$ cat src/rtl/core/tlc_pkg.sv
// Package with shared constants and types for the two-level cache tag block.
`default_nettype none
package tlc_pkg;
  localparam int MAX_ROWS  = 256;
  localparam int MAX_WAYS  = 16;
  localparam int ADDR_BITS = 13;
  localparam int MAX_BSHIFT = 6;

  localparam logic [1:0] EV_HIT   = 2'd0;
  localparam logic [1:0] EV_MISS  = 2'd1;
  localparam logic [1:0] EV_STORE = 2'd2;

  localparam logic [2:0] CFG_TWO_LEVELS = 3'd0;
  localparam logic [2:0] CFG_L1_BSHIFT  = 3'd1;
  localparam logic [2:0] CFG_L1_RSHIFT  = 3'd2;
  localparam logic [2:0] CFG_L1_WAYS    = 3'd3;
  localparam logic [2:0] CFG_L2_BSHIFT  = 3'd4;
  localparam logic [2:0] CFG_L2_RSHIFT  = 3'd5;
  localparam logic [2:0] CFG_L2_WAYS    = 3'd6;

  // Commands from the controller to the datapath.
  typedef struct packed {
    logic load_req;   // capture the input beat
    logic sel_l2;     // level worked on by the steps below
    logic clr_step;   // clear the way counter and the scan state
    logic fetch;      // read the next way of the row
    logic decide;     // settle hit and victim
    logic wr_step;    // write back one way
  } tlc_cmd_t;

  // Status from the datapath to the controller.
  typedef struct packed {
    logic scan_done;
    logic wr_done;
    logic clr_done;
    logic hit;
    logic is_store;
  } tlc_sts_t;
endpackage
`default_nettype wire

$ cat src/rtl/core/tlc_ctrl.sv
// Controller state machine for the two-level cache tag block.
`default_nettype none
module tlc_ctrl (
  input  wire logic            clk,
  input  wire logic            rst_n,
  input  wire logic            in_valid,
  output logic                 in_stall,
  output logic                 out_valid,
  input  wire logic            out_stall,
  output logic                 out_level,
  output logic                 out_last,
  output logic                 out_is_l2_hit,
  input  wire logic            two_levels,
  input  wire tlc_pkg::tlc_sts_t sts,
  output tlc_pkg::tlc_cmd_t    cmd
);
  localparam logic [3:0] ST_CLEAR = 4'd0;
  localparam logic [3:0] ST_IDLE  = 4'd1;
  localparam logic [3:0] ST_SCAN1 = 4'd2;
  localparam logic [3:0] ST_DEC1  = 4'd3;
  localparam logic [3:0] ST_WR1   = 4'd4;
  localparam logic [3:0] ST_SCAN2 = 4'd5;
  localparam logic [3:0] ST_DEC2  = 4'd6;
  localparam logic [3:0] ST_WR2   = 4'd7;
  localparam logic [3:0] ST_OUT1  = 4'd8;
  localparam logic [3:0] ST_OUT2  = 4'd9;

  logic [3:0] state_r, state_nxt;
  logic       two_r, two_nxt;

  always_ff @(posedge clk) begin
    if (!rst_n) begin
      state_r <= ST_CLEAR;
      two_r   <= 1'b0;
    end else begin
      state_r <= state_nxt;
      two_r   <= two_nxt;
    end
  end

  always_comb begin
    state_nxt = state_r;
    two_nxt   = two_r;
    cmd       = '0;
    in_stall  = 1'b1;
    out_valid = 1'b0;
    out_level = 1'b0;
    out_last  = 1'b0;
    out_is_l2_hit = 1'b0;
    case (state_r)
      ST_CLEAR: begin
        if (sts.clr_done) begin
          state_nxt = ST_IDLE;
        end
      end
      ST_IDLE: begin
        in_stall = 1'b0;
        cmd.clr_step = 1'b1;
        if (in_valid) begin
          cmd.load_req = 1'b1;
          two_nxt   = two_levels;
          state_nxt = ST_SCAN1;
        end
      end
      ST_SCAN1: begin
        // The last way read is folded in the decide step, so no read follows it.
        if (sts.scan_done) begin
          state_nxt = ST_DEC1;
        end else begin
          cmd.fetch = 1'b1;
        end
      end
      ST_DEC1: begin
        cmd.decide = 1'b1;
        state_nxt  = ST_WR1;
      end
      ST_WR1: begin
        cmd.wr_step = 1'b1;
        if (sts.wr_done) begin
          cmd.clr_step = 1'b1;
          state_nxt = (two_r && (sts.is_store || !sts.hit)) ? ST_SCAN2 : ST_OUT1;
        end
      end
      ST_SCAN2: begin
        cmd.sel_l2 = 1'b1;
        if (sts.scan_done) begin
          state_nxt = ST_DEC2;
        end else begin
          cmd.fetch = 1'b1;
        end
      end
      ST_DEC2: begin
        cmd.sel_l2 = 1'b1;
        cmd.decide = 1'b1;
        state_nxt  = ST_WR2;
      end
      ST_WR2: begin
        cmd.sel_l2  = 1'b1;
        cmd.wr_step = 1'b1;
        if (sts.wr_done) begin
          state_nxt = ST_OUT1;
        end
      end
      ST_OUT1: begin
        out_valid = 1'b1;
        out_last  = !(two_r && (sts.is_store || !sts.hit));
        if (!out_stall) begin
          state_nxt = out_last ? ST_IDLE : ST_OUT2;
        end
      end
      ST_OUT2: begin
        out_valid = 1'b1;
        out_level = 1'b1;
        out_last  = 1'b1;
        out_is_l2_hit = 1'b1;
        if (!out_stall) begin
          state_nxt = ST_IDLE;
        end
      end
      default: state_nxt = ST_IDLE;
    endcase
  end
endmodule
`default_nettype wire

$ cat config.mk
export PLATFORM = sky130hd
export DESIGN_NAME = tlc_ctrl
export DESIGN_NICKNAME = d
export VERILOG_FILES = /design/src/rtl/core/tlc_pkg.sv /design/src/rtl/core/tlc_ctrl.sv
export SDC_FILE = /design/constraint.sdc
export NUM_CORES = 1
export LEC_CHECK = 0
export BUFFER_PORTS_ARGS = -buffer_cell sky130_fd_sc_hd__buf_2
export CORE_MARGIN = 2
export CORE_UTILIZATION = 30
export CTS_CLUSTER_SIZE = 24
export DETAILED_ROUTE_END_ITERATION = 10
export PLACE_DENSITY = 0.55
export SLEW_MARGIN = 20
export SYNTH_ARGS = -nofsm -noshare
export SYNTH_HDL_FRONTEND = slang
export SYNTH_SLANG_ARGS = --single-unit
$ cat constraint.sdc
create_clock -name clk -period 4.4 [get_ports clk]
set_clock_uncertainty 0.1 [all_clocks]
set_input_delay 0.22 -clock clk [delete_from_list [all_inputs] [get_ports clk]]
set_output_delay 0.22 -clock clk [all_outputs]
set_load 0.05 [all_outputs]
==> impl_metrics.py <==
metrics = {
    "global_routing": {
        "grt_max_degree": 18,
        "grt_use_total_pct": 13.6,
        "gr-total-overflow": 0,
        "grt_pass1_vias": 498,
        "antenna_found_initial": 0,
        "grt_first_pass_wirelength_mm": 2.06,
    },
    "clocking": {
        "cts_tree": "yes",
        "cts_resized": 0,
        "postCtsHoldBufs": 0,
        "cts_buffers": 3,
        "post_cts_buffers": 0,
        "ctsLongestPathBuffers": 2,
        "clock_latency_ns": 0.23,
        "clkTransAtPathRegs_ns": 0.04,
        "cts_root_buf": "clkbuf_4",
        "clock_sinks": 5,
        "htreeDepth": 1,
    },
    "critical_path": {
        "arrival_ns": 1.72,
        "crit_family": "flip-flops",
        "startpoint": "state_r[1]",
        "path_depth": 4,
        "crit_path_start_kind": "flip-flop",
        "crit_path_top_delay_cell": "dfxtp_1",
        "crit_path_max_incr_delay_ns": 0.62,
        "critPathBufInv": 2,
        "ff2ff_setup_slack_ns": 2.54,
        "crit_end": "cmd[2]",
        "crit_type": "flip-flop to primary output",
        "r2r-start": "state_r[1]",
        "worstPathRequired_ns": 4.08,
        "timing.rr.end": "state_r[3]",
        "r2r_cells": 4,
        "crit_fanout": 16,
        "end_kind": "primary output",
        "path_cells": "and3b_1 -> o21ai_1 -> inv_1 -> buf_2",
    },
    "logic_synthesis": {
        "ys_warn_count": 0,
        "avgSynthCellArea_sq_um": 7.54,
        "synth_edf_count": 0,
        "yosysSeqAreaShare_pct": 19.2,
        "yosys-top-cells-area": "dfxtp_1, a21oi_1, nand2_1, a211o_1, inv_1",
        "ys_async_sr_fraction_pct": 0,
        "synthesis.nets": 79,
        "yosys_most_used_dff": "dfxtp_1",
        "synth_fa_ha_area_share_pct": 0,
        "yosys.area_share.simple_pct": 36.3,
        "synth_mux_area_share_pct": 3.85,
        "synth_area_sq_um": 520,
        "synth_xor_area_share_pct": 0,
        "yosysTopAreaCell": "dfxtp_1",
        "syn-instance-count": 69,
        "synth.distinct_cells": 37,
        "synth_compound_area_share_pct": 30.3,
        "synth_top_area_share_pct": 19.2,
        "ys_ff_latch": 5,
        "synth_top_family_by_area": "simple AND/OR/NAND/NOR gates",
    },
    "placed_design": {
        "gp_congestion": 0.865,
        "portBuffers": 20,
        "dp_hpwl_microns": 973,
    },
    "sta": {
        "drv_slew": 0,
        "fin_tns_setup_ns": 0,
        "final.min_clock_period_ns": 2.04,
        "max_clock_freq_mhz": 491,
        "setup_viol": 0,
        "maxSlewHeadroom_pct": 67.3,
        "finalHoldViolCount": 0,
        "tightest_slew_ns": 0.490,
        "finalCritPeriodShare_pct": 46.3,
        "rsz0062_at_grt": "no",
    },
    "layout": {
        "final_common_cell": "buf_2",
        "final_cell_mix": "buf_2, nand2_1, inv_1, a21oi_1",
        "diodes": 0,
        "drive_gt1_share_pct": 35.2,
        "area_delta_synth_final_pct": 22.4,
        "nets": 99,
        "n_fill_cell": 177,
    },
    "job": {
        "drv_cap": 0,
    },
    "floorplan": {
        "floorplan.die.width_microns": 45.7,
        "initial_core_util_pct": 31.2,
        "coreArea_sq_mm": 0.00167,
        "die_height_microns": 45.7,
        "die-area_sq_mm": 0.00208,
        "rows": 15,
        "io_pins": 21,
    },
    "pwr": {
        "finalPower_w": 0.000222,
        "ir_drop_mv": 0.138,
        "power_leakage_nw": 0.327,
        "powerDensity_mw_per_mm2": 348,
    },
    "worst_hold_path": {
        "hold_class": "input port to flip-flop",
    },
    "routing": {
        "firstDrtPassIters": 4,
        "detail-route-antenna-nets": 0,
        "wl_per_cell_microns": 11.8,
        "drtIter0Drc": 7,
        "vias": 551,
        "routed_wl_mm": 1.23,
        "via_per_inst": 5.25,
        "drcViolationCount": 0,
    },
    "status": {
        "status": "complete, no violations",
    },
}
cell usage after synthesis (2+ instances only):
cell,count
a31oi_1,2
inv_1,6
mux2i_1,2
nor4b_1,2
a211o_1,3
a21oi_1,6
dfxtp_1,5
nor2_1,5
nor3_1,2
nand2_1,7
clkbuf_1,2
nor2b_1,2
cell type report:
cell class                      count  area, sq um  area share [%]
Multi-Input combinational cell     53          367            57.6
Sequential cell                     5          100            15.7
Clock buffer                        4         26.3            4.13
Inverter                            6         22.5            3.54
Tap cell                           17         21.3            3.34
Timing Repair Buffer               20          100            15.7
registers in the layout, summed over array words and instances (netlist names):
name and cells:
state_r 4, two_r 1
tightest hold or removal path, stage by stage:
cell and delay, ns:
buf_2 0.08, mux2i_1 0.05, nor2_1 0.07
routing by layer:
metal / share of wire, % / wire length (microns) / up-vias / GRT usage (%)
met5: 0 / 0 / - / 0
met4: 0.65 / 8 / 0 / 5.29
met3: 3.3 / 41 / 2 / 3.57
met2: 48 / 598 / 11 / 21.4
met1: 47 / 585 / 247 / 17.7
li1: - / - / 291 / -
power breakdown:
part / total (W) / internal [W] / switching (W)
Combinational: 0.000104 / 0.0000404 / 0.0000632
Clock: 0.0000504 / 0.0000341 / 0.0000163
Sequential: 0.0000676 / 0.0000505 / 0.0000171
Total: 0.000222 / 0.000125 / 0.0000965
per-stage QoR:
stage / worst slack [ns] / cells / hold slack, ns / utilization [%] / cell area (sq um)
finish: 2.36 / 105 / 0.130 / 38.1 / 637
detailed placement: 2.55 / 101 / 0.374 / 36.6 / 611
global placement: 2.57 / 101 / 0.370 / 36.6 / 611
global route: 2.17 / 105 / 0.149 / 38.1 / 637
CTS: 2.36 / 105 / 0.129 / 38.1 / 637
floorplan: 2.02 / 69 / 0.266 / - / 520
worst min-delay path by stage:
| stage | cells after the start | from | to |
|---|---|---|---|
| floorplan | 2 | rst_n | state_r[3] |
| global placement | 3 | two_levels | two_r |
| detailed placement | 3 | two_levels | two_r |
| CTS | 3 | two_levels | two_r |
| global route | 3 | two_levels | two_r |
| finish | 3 | two_levels | two_r |
kinds of logic after synthesis:
logic type	Yosys count
mux	2
buf+inv	11
flops	5
compound gates	21
simple gates	30
Note: power is estimated with default switching activity, not from simulation.
